File: config.mk
export PLATFORM = sky130hd
export DESIGN_NAME = ab_boot_slot_selector
export DESIGN_NICKNAME = d
export VERILOG_FILES = /design/src/rtl/absel_pkg.sv /design/src/rtl/ab_boot_slot_selector.sv
export SDC_FILE = /design/constraint.sdc
export NUM_CORES = 1
export LEC_CHECK = 0
export ABC_CLOCK_PERIOD_IN_PS = 4040
export BUFFER_PORTS_ARGS = -buffer_cell sky130_fd_sc_hd__buf_4
export CAP_MARGIN = 20
export CELL_PAD_IN_SITES_DETAIL_PLACEMENT = 2
export CELL_PAD_IN_SITES_GLOBAL_PLACEMENT = 2
export CORE_MARGIN = 5
export CORE_UTILIZATION = 46
export DETAILED_ROUTE_END_ITERATION = 10
export GPL_ROUTABILITY_DRIVEN = 0
export HOLD_SLACK_MARGIN = 0.06
export PLACE_DENSITY = 0.88
export SYNTH_ARGS = -nofsm -noshare
export SYNTH_HDL_FRONTEND = slang
export SYNTH_SLANG_ARGS = --single-unit
File: constraint.sdc
create_clock -name clk -period 4.04 [get_ports clk]
set_input_delay 0.606 -clock clk [delete_from_list [all_inputs] [get_ports clk]]
set_output_delay 0.606 -clock clk [all_outputs]
set_load 0.02 [all_outputs]
File: src/rtl/absel_pkg.sv
`default_nettype none
// ----------------------------------------------------------------------------
// absel_pkg
// Shared types and codes for the A/B boot slot selector.
// ----------------------------------------------------------------------------
package absel_pkg;

    // Parameter defaults.
    localparam int BOARD_DEPTH_DEFAULT   = 8;
    localparam int ATTEMPT_WIDTH_DEFAULT = 8;

    // Action codes.
    localparam logic [2:0] ACT_SELECT    = 3'd0;
    localparam logic [2:0] ACT_SET_PART  = 3'd1;
    localparam logic [2:0] ACT_READ_REG  = 3'd2;
    localparam logic [2:0] ACT_WRITE_REG = 3'd3;
    localparam logic [2:0] ACT_LOAD      = 3'd4;

    // Partition targets for the set action.
    localparam logic [1:0] TGT_A    = 2'd0;
    localparam logic [1:0] TGT_B    = 2'd1;
    localparam logic [1:0] TGT_NONE = 2'd2;

    // Status codes.
    localparam logic [2:0] ST_OK            = 3'd0;
    localparam logic [2:0] ST_ROLLBACK_FAIL = 3'd1;
    localparam logic [2:0] ST_NO_ACTIVE     = 3'd2;
    localparam logic [2:0] ST_NOT_BOOTABLE  = 3'd3;
    localparam logic [2:0] ST_BAD_INDEX     = 3'd4;

    // Slot codes; they equal the slot's bit in the masks.
    localparam logic [1:0] SLOT_NONE = 2'd0;
    localparam logic [1:0] SLOT_A    = 2'd1;
    localparam logic [1:0] SLOT_B    = 2'd2;

    // Rollback error codes.
    localparam logic [1:0] ERR_NONE   = 2'd0;
    localparam logic [1:0] ERR_A_ROLL = 2'd1;
    localparam logic [1:0] ERR_B_ROLL = 2'd2;
    localparam logic [1:0] ERR_UNUSED = 2'd3;

    // One request.
    typedef struct packed {
        logic [2:0]  action;
        logic [1:0]  target;
        logic [7:0]  reg_index;
        logic [31:0] reg_value;
        logic [1:0]  load_enable;
        logic [1:0]  load_verified;
        logic [1:0]  load_error;
        logic [7:0]  load_attempts;
    } in_t;

    // One result.
    typedef struct packed {
        logic [2:0]  status;
        logic [1:0]  boot_slot;
        logic        commit;
        logic [31:0] read_value;
        logic [1:0]  enable_now;
        logic [1:0]  verified_now;
        logic [1:0]  error_now;
        logic [7:0]  attempts_left;
    } out_t;

endpackage
`default_nettype wire

File: src/rtl/ab_boot_slot_selector.sv
`default_nettype none
// ----------------------------------------------------------------------------
// ab_boot_slot_selector
// A/B boot state keeper: slot selection with an attempt counter and rollback,
// partition setting, a small board register file and state image loading.
//
//   Channel  Direction  Handshake           Payload
//   in       sink       in_valid/in_stall   in_req   (absel_pkg::in_t)
//   out      source     out_valid/out_stall out_rsp  (absel_pkg::out_t)
//   cfg      sink       cfg_write_en        cfg_write_data (speculative rollback)
//
// Each request's state update and result are formed by one level of logic
// and land in the state and result registers together.
// A request is taken in every cycle while the result register is empty or
// being drained; a stalled result holds the input side only.
// Reset clears all state, including the board registers, at once.
// ----------------------------------------------------------------------------
module ab_boot_slot_selector #(
    parameter int BOARD_DEPTH   = absel_pkg::BOARD_DEPTH_DEFAULT,
    parameter int ATTEMPT_WIDTH = absel_pkg::ATTEMPT_WIDTH_DEFAULT
) (
    input  wire logic             clk,
    input  wire logic             rst_n,
    input  wire logic             cfg_write_en,
    input  wire logic             cfg_write_data,
    input  wire logic             in_valid,
    output logic                  in_stall,
    input  wire absel_pkg::in_t   in_req,
    output logic                  out_valid,
    input  wire logic             out_stall,
    output absel_pkg::out_t       out_rsp
);

    localparam int IDX_W = (BOARD_DEPTH > 1) ? $clog2(BOARD_DEPTH) : 1;
    localparam int CMP_W = (ATTEMPT_WIDTH > 8) ? ATTEMPT_WIDTH : 8;

    // State registers.
    logic                     spec_reg;
    logic [1:0]               enable_reg,   enable_next;
    logic [1:0]               verified_reg, verified_next;
    logic [1:0]               error_reg,    error_next;
    logic [ATTEMPT_WIDTH-1:0] attempts_reg, attempts_next;
    logic [31:0]              board_reg [BOARD_DEPTH];
    logic                     out_valid_reg;
    absel_pkg::out_t          out_reg, out_next;

    logic             accept;
    logic             idx_ok;
    logic [IDX_W-1:0] idx;
    logic [1:0]       me, other, err_code;
    logic [CMP_W-1:0] load_ext, max_ext;

    // Handshake: take a request whenever the result register can move on.
    assign in_stall  = out_valid_reg && out_stall;
    assign accept    = in_valid && !in_stall;
    assign out_valid = out_valid_reg;
    assign out_rsp   = out_reg;

    assign idx_ok   = {1'b0, in_req.reg_index} < 9'(BOARD_DEPTH);
    assign idx      = in_req.reg_index[IDX_W-1:0];
    assign load_ext = CMP_W'(in_req.load_attempts);
    assign max_ext  = CMP_W'({ATTEMPT_WIDTH{1'b1}});

    // Next state and result for the request at the input.
    always_comb
    begin
        enable_next   = enable_reg;
        verified_next = verified_reg;
        error_next    = error_reg;
        attempts_next = attempts_reg;
        out_next      = '0;
        me            = absel_pkg::SLOT_A;
        other         = absel_pkg::SLOT_B;
        err_code      = absel_pkg::ERR_A_ROLL;
        if (!enable_reg[0])
        begin
            me       = absel_pkg::SLOT_B;
            other    = absel_pkg::SLOT_A;
            err_code = absel_pkg::ERR_B_ROLL;
        end

        unique case (in_req.action)
            absel_pkg::ACT_SELECT:
            begin
                if (enable_reg == 2'b00)
                begin
                    out_next.status = absel_pkg::ST_NO_ACTIVE;
                end
                else if ((verified_reg & me) != 2'b00)
                begin
                    out_next.boot_slot = me;
                end
                else if (attempts_reg != '0)
                begin
                    // Unverified slot spends one attempt.
                    attempts_next      = attempts_reg - ATTEMPT_WIDTH'(1);
                    out_next.commit    = 1'b1;
                    out_next.boot_slot = me;
                end
                else if ((verified_reg & other) == 2'b00 && !spec_reg)
                begin
                    out_next.status = absel_pkg::ST_ROLLBACK_FAIL;
                end
                else
                begin
                    // Roll back; an unverified partner gets one attempt.
                    if ((verified_reg & other) == 2'b00)
                    begin
                        attempts_next = ATTEMPT_WIDTH'(1);
                    end
                    enable_next        = other;
                    error_next         = err_code;
                    out_next.commit    = 1'b1;
                    out_next.boot_slot = other;
                end
            end
            absel_pkg::ACT_SET_PART:
            begin
                error_next = absel_pkg::ERR_NONE;
                case (in_req.target)
                    absel_pkg::TGT_A:
                    begin
                        enable_next     = absel_pkg::SLOT_A;
                        verified_next   = absel_pkg::SLOT_A;
                        out_next.commit = 1'b1;
                    end
                    absel_pkg::TGT_B:
                    begin
                        enable_next     = absel_pkg::SLOT_B;
                        verified_next   = absel_pkg::SLOT_B;
                        out_next.commit = 1'b1;
                    end
                    absel_pkg::TGT_NONE:
                    begin
                        enable_next     = 2'b00;
                        verified_next   = 2'b00;
                        out_next.commit = 1'b1;
                    end
                    default:
                    begin
                        enable_next     = 2'b00;
                        verified_next   = 2'b00;
                        out_next.status = absel_pkg::ST_NOT_BOOTABLE;
                    end
                endcase
            end
            absel_pkg::ACT_READ_REG:
            begin
                if (!idx_ok)
                begin
                    out_next.status = absel_pkg::ST_BAD_INDEX;
                end
                else
                begin
                    out_next.read_value = board_reg[idx];
                end
            end
            absel_pkg::ACT_WRITE_REG:
            begin
                if (!idx_ok)
                begin
                    out_next.status = absel_pkg::ST_BAD_INDEX;
                end
                else
                begin
                    out_next.commit = 1'b1;
                end
            end
            absel_pkg::ACT_LOAD:
            begin
                enable_next   = in_req.load_enable;
                verified_next = in_req.load_verified;
                error_next    = (in_req.load_error == absel_pkg::ERR_UNUSED) ?
                                absel_pkg::ERR_NONE : in_req.load_error;
                attempts_next = (load_ext > max_ext) ? {ATTEMPT_WIDTH{1'b1}} :
                                ATTEMPT_WIDTH'(load_ext);
            end
            default:
            begin
            end
        endcase

        // Boot slot on all but select is the single enabled slot, if any.
        if (in_req.action != absel_pkg::ACT_SELECT)
        begin
            if (enable_next == absel_pkg::SLOT_A || enable_next == absel_pkg::SLOT_B)
            begin
                out_next.boot_slot = enable_next;
            end
            else
            begin
                out_next.boot_slot = absel_pkg::SLOT_NONE;
            end
        end

        out_next.enable_now    = enable_next;
        out_next.verified_now  = verified_next;
        out_next.error_now     = error_next;
        out_next.attempts_left = 8'(CMP_W'(attempts_next));
    end

    // State, board registers and result register.
    always_ff @(posedge clk or negedge rst_n)
    begin
        if (!rst_n)
        begin
            spec_reg      <= 1'b0;
            enable_reg    <= 2'b00;
            verified_reg  <= 2'b00;
            error_reg     <= absel_pkg::ERR_NONE;
            attempts_reg  <= '0;
            out_valid_reg <= 1'b0;
            out_reg       <= '0;
            for (int i = 0; i < BOARD_DEPTH; i++)
            begin
                board_reg[i] <= '0;
            end
        end
        else
        begin
            if (cfg_write_en)
            begin
                spec_reg <= cfg_write_data;
            end
            if (accept)
            begin
                enable_reg   <= enable_next;
                verified_reg <= verified_next;
                error_reg    <= error_next;
                attempts_reg <= attempts_next;
                out_reg      <= out_next;
                if (in_req.action == absel_pkg::ACT_WRITE_REG && idx_ok)
                begin
                    board_reg[idx] <= in_req.reg_value;
                end
            end
            if (accept)
            begin
                out_valid_reg <= 1'b1;
            end
            else if (!out_stall)
            begin
                out_valid_reg <= 1'b0;
            end
        end
    end

    // Checks on the result register.
    a_commit_ok: assert property (@(posedge clk) disable iff (!rst_n)
        out_valid && out_rsp.commit |-> out_rsp.status == absel_pkg::ST_OK)
        else $error("commit set on a failing request");

    a_fail_no_slot: assert property (@(posedge clk) disable iff (!rst_n)
        out_valid && (out_rsp.status == absel_pkg::ST_ROLLBACK_FAIL ||
                      out_rsp.status == absel_pkg::ST_NO_ACTIVE)
        |-> out_rsp.boot_slot == absel_pkg::SLOT_NONE)
        else $error("slot reported on a failed selection");

    a_error_code: assert property (@(posedge clk) disable iff (!rst_n)
        out_valid |-> out_rsp.error_now != absel_pkg::ERR_UNUSED)
        else $error("unused rollback error code held");

    a_stall_only_full: assert property (@(posedge clk) disable iff (!rst_n)
        in_stall |-> out_valid)
        else $error("input stalled with an empty result register");

    a_state_tracks: assert property (@(posedge clk) disable iff (!rst_n)
        $past(accept) |-> out_rsp.enable_now == enable_reg &&
                          out_rsp.error_now == error_reg)
        else $error("result state differs from held state");

endmodule
`default_nettype wire

==> results.cfg, run 1 <==
[outcome]
status = finished, final reports clean

[setup_path]
reg2reg_depth = 7
arrival_ns = 3.74
crit_path_max_incr_delay_ns = 0.57
r2r_start = out_rsp[0]
end_kind = register
required_ns = 4.42
reg2reg_slack_ns = 0.68
regToRegEndpoint = out_rsp[0]
crit_chain = inv_1 > ha_1 > or3b_2 > nor4_1 > a221o_1 > or2_1 > mux2_2
slowest_stage = or3b_2
setup.worst_path.class = reg2reg
critPathMaxFanout = 8
startpoint_type = register

[floorplanning]
dieArea_sq_um = 34500
core_sq_um = 30500
fp.dieH_um = 186
ios = 119
initial_utilization = 0.465
dieWidth_um = 186
rows = 64

[synthesis]
synth_top_area_cell = dfrtp_1
yosysUniqueCellTypes = 53
syn_inst = 1044
synth_fp_nets = 1112
ys_seq_area_frac = 0.547
avgSynthCellArea_sq_um = 13.6
ys_warn_count = 0
netlist_area_sq_um = 14200
ys_ff_latch = 310
synthTopCellsByArea = dfrtp_1 55%, mux2_2 18%, mux4_2 6.0%, mux2i_1 3.5%, mux2_1 3.1%
synthArstFlopShare = 1.00
synth-edff-count = 0
synth_top_cell_area_share = 0.547
synth_ff_type = dfrtp_1

[routing]
wl_um = 49500
route.vias.total = 9713
first_pass_iters = 5
drtIter0Drc = 600
ant_nets = 0
routed_via_density = 6.19
drc = 0
wl_per_cell_um = 31.5

[sta]
drv_slew = 0
fmax_ghz = 0.298
hold_viol = 0
rsz0062_at_grt = false
setup_violations = 0
fin_crit_sh = 0.832
setup_slack_ns = 0.680
tns_ns = 0
holdWs_ns = 0.0611
worst_pin_slew_ns = 1.15
fin_worst_skew_ns = 0.0237
post-route-min-period_ns = 3.36
max-slew-margin-rel = 0.234

[power]
seqPwrFrac = 0.444
total_power_mw = 7.45
comb_power_share = 0.120
p_switching_mw = 2.03
peakVddDrop_v = 0.000316
p_per_area_nw_per_um2 = 447
p_int_mw = 5.42
p_sw_frac = 0.272
p_leak_nw = 8.25
power_frac_clock = 0.436

[clock_network]
htree_levels = 2
postCtsHoldBufs = 0
clkLatencyLatePin_ns = 0.52
cts_buffer_depth = 3
post_cts_buffers = 0
postCtsResizedCells = 0
clock_sinks = 310
clkTransAtPathRegs_ns = 0.06
cts_buffers = 35
cts_tree = yes
cts_root_buffer = clkbuf_16

[grt]
grt_pass1_wl_um = 74500
grt_pass1_vias = 11400
grt_use_total = 0.286
grt_max_degree = 86
grt_overflow = 0
antenna_found_initial = 1

[cells_and_area]
drive_gt1_frac = 0.399
largest_reg_flops = 256
nets = 1221
final_util = 0.547
area_growth_pct = 17.5
final_cell_mix = 310 x dfrtp_1, 222 x mux2_2, 137 x buf_4
mostFrequentLayoutCell = dfrtp_1
nFillCells = 2762

[place]
dp_slack_ns = 0.622
portBuffers = 118
dp_hpwl_um = 27000

[worst_hold_path]
hold_class = in2async

[run]
maxCapViolCount = 0
==> critical path, delay by kind of cell, from the launching register on <==
kind	cells	cell delay [ns]
mux	1	0.39
fa+ha+maj	1	0.34
simple gates	3	1.51
compound gates	1	0.43
flops	1	0.46
buf+inv	1	0.10
==> power by group through the flow <==
stage / registers (mW) / clock network, mW / logic, mW
2_1_floorplan: 3.40 / 0 / 0.392
3_5_place_dp: 3.36 / 0 / 0.860
6_report: 3.31 / 3.25 / 0.897
3_3_place_gp: 3.34 / 0 / 0.813
5_1_grt: 3.32 / 3.44 / 0.960
4_1_cts: 3.30 / 3.28 / 0.896
==> cell usage after synthesis (7+ instances only) <==
library cell,instances
dfrtp_1,310
mux2_2,222
mux2i_1,49
nand2_1,45
o21ai_0,43
mux2_1,39
nor2_1,39
clkbuf_1,38
mux4_2,38
a21oi_1,23
nor3_1,21
a211oi_1,16
nor2b_1,16
buf_1,12
buf_2,12
o31ai_1,12
a2111oi_0,9
a21o_1,8
a2bb2oi_1,8
inv_1,8
nand2b_1,7
o22ai_1,7
==> cell families after synthesis <==
| group | count (synthesis) | share of synthesized area |
|---|---|---|
| buffers and inverters | 79 | 0.0251 |
| multiplexers | 348 | 0.302 |
| adder cells (fa/ha/maj) | 3 | 0.00264 |
| AO/OA/AOI/OAI | 143 | 0.0663 |
| flip-flops | 310 | 0.547 |
| XOR/XNOR | 1 | 0.000617 |
| AND/OR/NAND/NOR | 160 | 0.0569 |
==> stage by stage <==
stage	cell area [sq um]	std cells
2_1_floorplan	14200	1044
3_3_place_gp	15500	1512
3_5_place_dp	15500	1512
4_1_cts	16700	1569
5_1_grt	16700	1570
6_report	16700	1570
==> how the worst max path moves through the flow <==
stage,depth (start not counted),from,slack [ns],to
floorplan,9,out_rsp[0],1.36,out_rsp[0]
global placement,6,in_req[52],0.77,board_reg[88]
detailed placement,7,in_req[52],0.62,board_reg[118]
CTS,7,out_rsp[0],0.77,out_rsp[0]
global route,7,out_rsp[1],0.61,out_rsp[0]
finish,7,out_rsp[0],0.68,out_rsp[0]
==> routing by layer <==
metal | global-route usage | up-vias | wire length, um
li1 | - | 4068 | -
met1 | 0.363 | 5245 | 20300
met2 | 0.500 | 303 | 25500
met3 | 0.0414 | 97 | 2110
met4 | 0.107 | 0 | 1590
met5 | 0 | - | 0
==> area by class of cell <==
class | instances | area (sq um) | share of cell area
timing repair buffer | 143 | 1140 | 0.0686
clock buffer | 51 | 1050 | 0.0627
antenna | 1 | 2.50 | 0.000150
clock inverter | 6 | 83.8 | 0.00503
tap | 396 | 495 | 0.0297
sequential | 310 | 7760 | 0.465
multi-input combinational | 655 | 6120 | 0.367
inverter | 8 | 30.0 | 0.00180
Power figures use the tool's default switching activity.
==> run 2: changes to the inputs <==
- ABC_CLOCK_PERIOD_IN_PS: 4040 -> 3300
- CORE_UTILIZATION: 46 -> 42
- PLACE_DENSITY: 0.88 -> 0.81
- clock period: 4.04 -> 3.3 ns (I/O delays scaled with it)
==> results.cfg, run 2 (same netlist as run 1, synthesis figures left out) <==
[power]
p_int_mw = 6.70
p_sw_frac = 0.267
power_frac_clock = 0.438
p_per_area_nw_per_um2 = 541
comb_power_share = 0.121
p_leak_nw = 8.34
seqPwrFrac = 0.440
peakVddDrop_v = 0.000403
p_switching_mw = 2.45

[floorplanning]
core_sq_um = 33400
ios = 119
dieWidth_um = 194
dieArea_sq_um = 37600
initial_utilization = 0.424
fp.dieH_um = 194
rows = 67

[cells_and_area]
mostFrequentLayoutCell = dfrtp_1
final_cell_mix = 310 x dfrtp_1, 222 x mux2_2, 150 x buf_4
nets = 1237
largest_reg_flops = 256
area_growth_pct = 19.2
final_util = 0.506
drive_gt1_frac = 0.406

[grt]
grt_overflow = 0
grt_pass1_vias = 11400
grt_max_degree = 104
antenna_found_initial = 1
grt_use_total = 0.238
grt_pass1_wl_um = 71200

[routing]
routed_via_density = 5.75
route.vias.total = 9446
wl_per_cell_um = 27.4
ant_nets = 0
drtIter0Drc = 314
wl_um = 45000
drc = 0
first_pass_iters = 4

[setup_path]
crit_chain = inv_1 > ha_1 > or3b_2 > nor4_1 > a221o_1 > or2_1 > mux2_2
path_buf_inv = 1
critPathMaxFanout = 7
end_kind = register
slowest_stage = or3b_2
crit_family = simple AND/OR/NAND/NOR gates
required_ns = 3.70
setup.worst_path.class = reg2reg
crit_path_max_incr_delay_ns = 0.53
startpoint_type = register
arrival_ns = 3.07

[sta]
fin_worst_skew_ns = 0.0154
fin_crit_sh = 0.809
worst_pin_slew_ns = 0.883
post-route-min-period_ns = 2.67
rsz0062_at_grt = false
tns_ns = 0
drv_slew = 0
setup_violations = 0
fmax_ghz = 0.375
hold_viol = 0
max-slew-margin-rel = 0.396

[clock_network]
cts_root_buffer = clkbuf_16
cts_tree = yes
clkTransAtPathRegs_ns = 0.06
htree_levels = 2
cts_buffers = 36
clock_sinks = 310
postCtsResizedCells = 0
clkLatencyLatePin_ns = 0.53
cts_buffer_depth = 3
postCtsHoldBufs = 0
post_cts_buffers = 0

[worst_hold_path]
hold_class = in2async

[outcome]
status = finished, final reports clean

[run]
maxCapViolCount = 0

[place]
dp_hpwl_um = 27000
portBuffers = 118
-- run 2: worst paths after layout --
| check | end | start | slack [ns] | cells past startpoint |
|---|---|---|---|---|
| max reg2reg | out_rsp[0] | out_rsp[0] | 0.63 | 7 |
| min reg2reg | out_rsp[34] | out_rsp[34] | 0.48 | 1 |
| max | out_rsp[0] | out_rsp[0] | 0.63 | 7 |
| min | spec_reg | rst_n | 0.01 | 1 |
| max in group asynchronous | board_reg[75] | rst_n | 2.33 | 2 |
| min in group clk | out_valid | in_valid | 0.19 | 2 |
-- run 2: worst register-to-register path, delay by kind of cell, from the launching register on --
kind	cells	cell delay, ns
compound gates	1	0.29
mux	1	0.34
simple gates	3	1.19
flops	1	0.45
fa+ha+maj	1	0.19
buf+inv	1	0.09
-- run 2: power groups by stage --
stage	combinational [mW]	sequential, mW	clock (mW)
final	1.11	4.03	4.01
after global routing	1.21	4.05	4.28
after CTS	1.12	4.03	4.10
after detailed placement	1.09	4.10	0
after global placement	1.05	4.09	0
after floorplan	0.479	4.16	0
-- run 2: cell type report --
| type | instances | area, sq um |
|---|---|---|
| tap | 448 | 561 |
| clock buffer | 50 | 1010 |
| timing repair buffer | 158 | 1280 |
| sequential | 310 | 7760 |
| antenna | 1 | 2.50 |
| inverter | 8 | 30.0 |
| clock inverter | 12 | 153 |
| fill | 3111 | 16500 |
| multi-input combinational | 655 | 6120 |
-- run 2: routing by layer --
layer  share of wire  routed length, um  track usage  vias to the layer above
met1            0.42              18900        0.298                     5107
met4           0.023               1040       0.0656                        0
met5               0                  0            0                        -
li1                -                  -            -                     4096
met3           0.027               1200       0.0344                       70
met2            0.53              23800        0.433                      173
-- run 2: stage by stage --
step | total power, mW | setup WS (ns) | hold slack, ns | std cells | area (sq um)
after floorplan | 4.64 | 0.620 | 0.199 | 1044 | 14200
after CTS | 9.25 | 0.631 | 0.0626 | 1641 | 16900
after global placement | 5.13 | 0.414 | 0.460 | 1579 | 15800
after global routing | 9.53 | 0.500 | 0.0999 | 1642 | 16900
final | 9.15 | 0.630 | 0.0109 | 1642 | 16900
after detailed placement | 5.19 | 0.267 | 0.472 | 1579 | 15800
==> run 3: changes to the inputs <==
- ABC_CLOCK_PERIOD_IN_PS: 3300 -> 2660
- clock period: 3.3 -> 2.66 ns (I/O delays scaled with it)
==> results.cfg, run 3 (same netlist as run 1, synthesis figures left out) <==
[outcome]
status = finished, final reports clean

[floorplanning]
fp.dieH_um = 194
dieArea_sq_um = 37600
dieWidth_um = 194
rows = 67
initial_utilization = 0.424
ios = 119
core_sq_um = 33400

[setup_path]
critPathMaxFanout = 6
reg2reg_depth = 7
regToRegEndpoint = out_rsp[0]
path_buf_inv = 1
crit_path_max_incr_delay_ns = 0.54
arrival_ns = 2.76
setup.worst_path.class = reg2reg
startpoint_type = register
r2r_start = out_rsp[1]
crit_chain = inv_1 > ha_1 > or3b_2 > nor4_2 > a221o_1 > or2_1 > mux2_2
end_kind = register
crit_family = simple AND/OR/NAND/NOR gates
reg2reg_slack_ns = 0.30
required_ns = 3.06
slowest_stage = or3b_2

[sta]
max-slew-margin-rel = 0.559
rsz0062_at_grt = false
holdWs_ns = 0.100
setup_slack_ns = 0.297
fin_crit_sh = 0.888
post-route-min-period_ns = 2.36
hold_viol = 0
drv_slew = 0
setup_violations = 0
fin_worst_skew_ns = 0.0248
fmax_ghz = 0.423
worst_pin_slew_ns = 0.655

[clock_network]
cts_root_buffer = clkbuf_16
htree_levels = 2
post_cts_buffers = 0
postCtsResizedCells = 0
clkLatencyLatePin_ns = 0.53
cts_buffer_depth = 3
cts_tree = yes
clock_sinks = 310
cts_buffers = 36
clkTransAtPathRegs_ns = 0.06

[cells_and_area]
area_growth_pct = 20.8
layoutNonFillerInstCount = 1661
drive_gt1_frac = 0.419
final_cell_mix = 310 x dfrtp_1, 222 x mux2_2, 158 x buf_4
nets = 1254
final_util = 0.513
mostFrequentLayoutCell = dfrtp_1
largest_reg_flops = 256

[routing]
route.vias.total = 9573
wl_um = 46000
drtIter0Drc = 396
first_pass_iters = 6
routed_via_density = 5.76
ant_nets = 0
wl_per_cell_um = 27.7
drc = 0

[place]
portBuffers = 118
dp_slack_ns = -0.146
dp_hpwl_um = 28100
dpl.cell_count = 1595

[grt]
antenna_found_initial = 1
grt_max_degree = 66
grt_pass1_vias = 11400
grt_use_total = 0.245
grt_overflow = 0
grt_pass1_wl_um = 72800

[worst_hold_path]
hold_depth = 2
holdPathEnd = out_valid
hold_start = in_valid
hold_class = in2reg

[power]
peakVddDrop_v = 0.000420
p_leak_nw = 8.48
p_per_area_nw_per_um2 = 660

[run]
maxCapViolCount = 0
run 3: cell types whose count changed in the layout (fill, tap and decap cells not counted), moves of 4 or more:
cell | previous run | this run
buf_12 | 7 | 15
buf_4 | 150 | 158
clkbuf_1 | 8 | 4
clkinv_2 | 6 | 12
run 3: repair_timing:
action,in CTS,in global routing
endpoints found under the hold margin,59,0
hold buffers,1,0
endpoints found under the setup margin,0,0
run 3: area by class of cell:
class                   instances  area [sq um]
repair buffers                175          1510
flip-flops and latches        310          7760
fillers                      3075         16300
clock inverters                17           153
diodes                          2          5.00
multi-input cells             655          6130
well taps                     448           561
inverters                       8          30.0
clock buffers                  46           998
run 3: worst max-delay path by stage:
stage	startpoint	endpoint	slack (ns)	depth (start not counted)
finish	out_rsp[1]	out_rsp[0]	0.30	7
global route	out_rsp[1]	out_rsp[47]	0.17	7
CTS	out_rsp[1]	out_rsp[0]	0.29	7
detailed placement	in_req[52]	board_reg[79]	-0.15	7
global placement	in_req[52]	out_rsp[44]	-0.09	9
floorplan	out_rsp[0]	out_rsp[0]	0.07	9
run 3: through the flow:
stage / cell area [sq um] / power (mW) / setup TNS (ns)
after CTS: 17100 / 11.4 / 0
after detailed placement: 16000 / 6.47 / -8.71
final: 17100 / 11.3 / 0
after floorplan: 14200 / 5.76 / 0
after global routing: 17100 / 11.8 / 0
after global placement: 16000 / 6.40 / -4.89
run 3: routing by layer:
layer,track usage,vias up,wire length (um)
li1,-,4141,-
met1,0.312,5126,19200
met2,0.440,219,24100
met3,0.0320,87,1440
met4,0.0727,0,1350
met5,0,-,0
run 3: where the power goes:
group	internal (mW)	switching [mW]	leakage, nW
clock	2.86	2.06	0.578
combinational	0.547	0.884	3.61
sequential	4.84	0.131	4.29
total	8.24	3.08	8.48
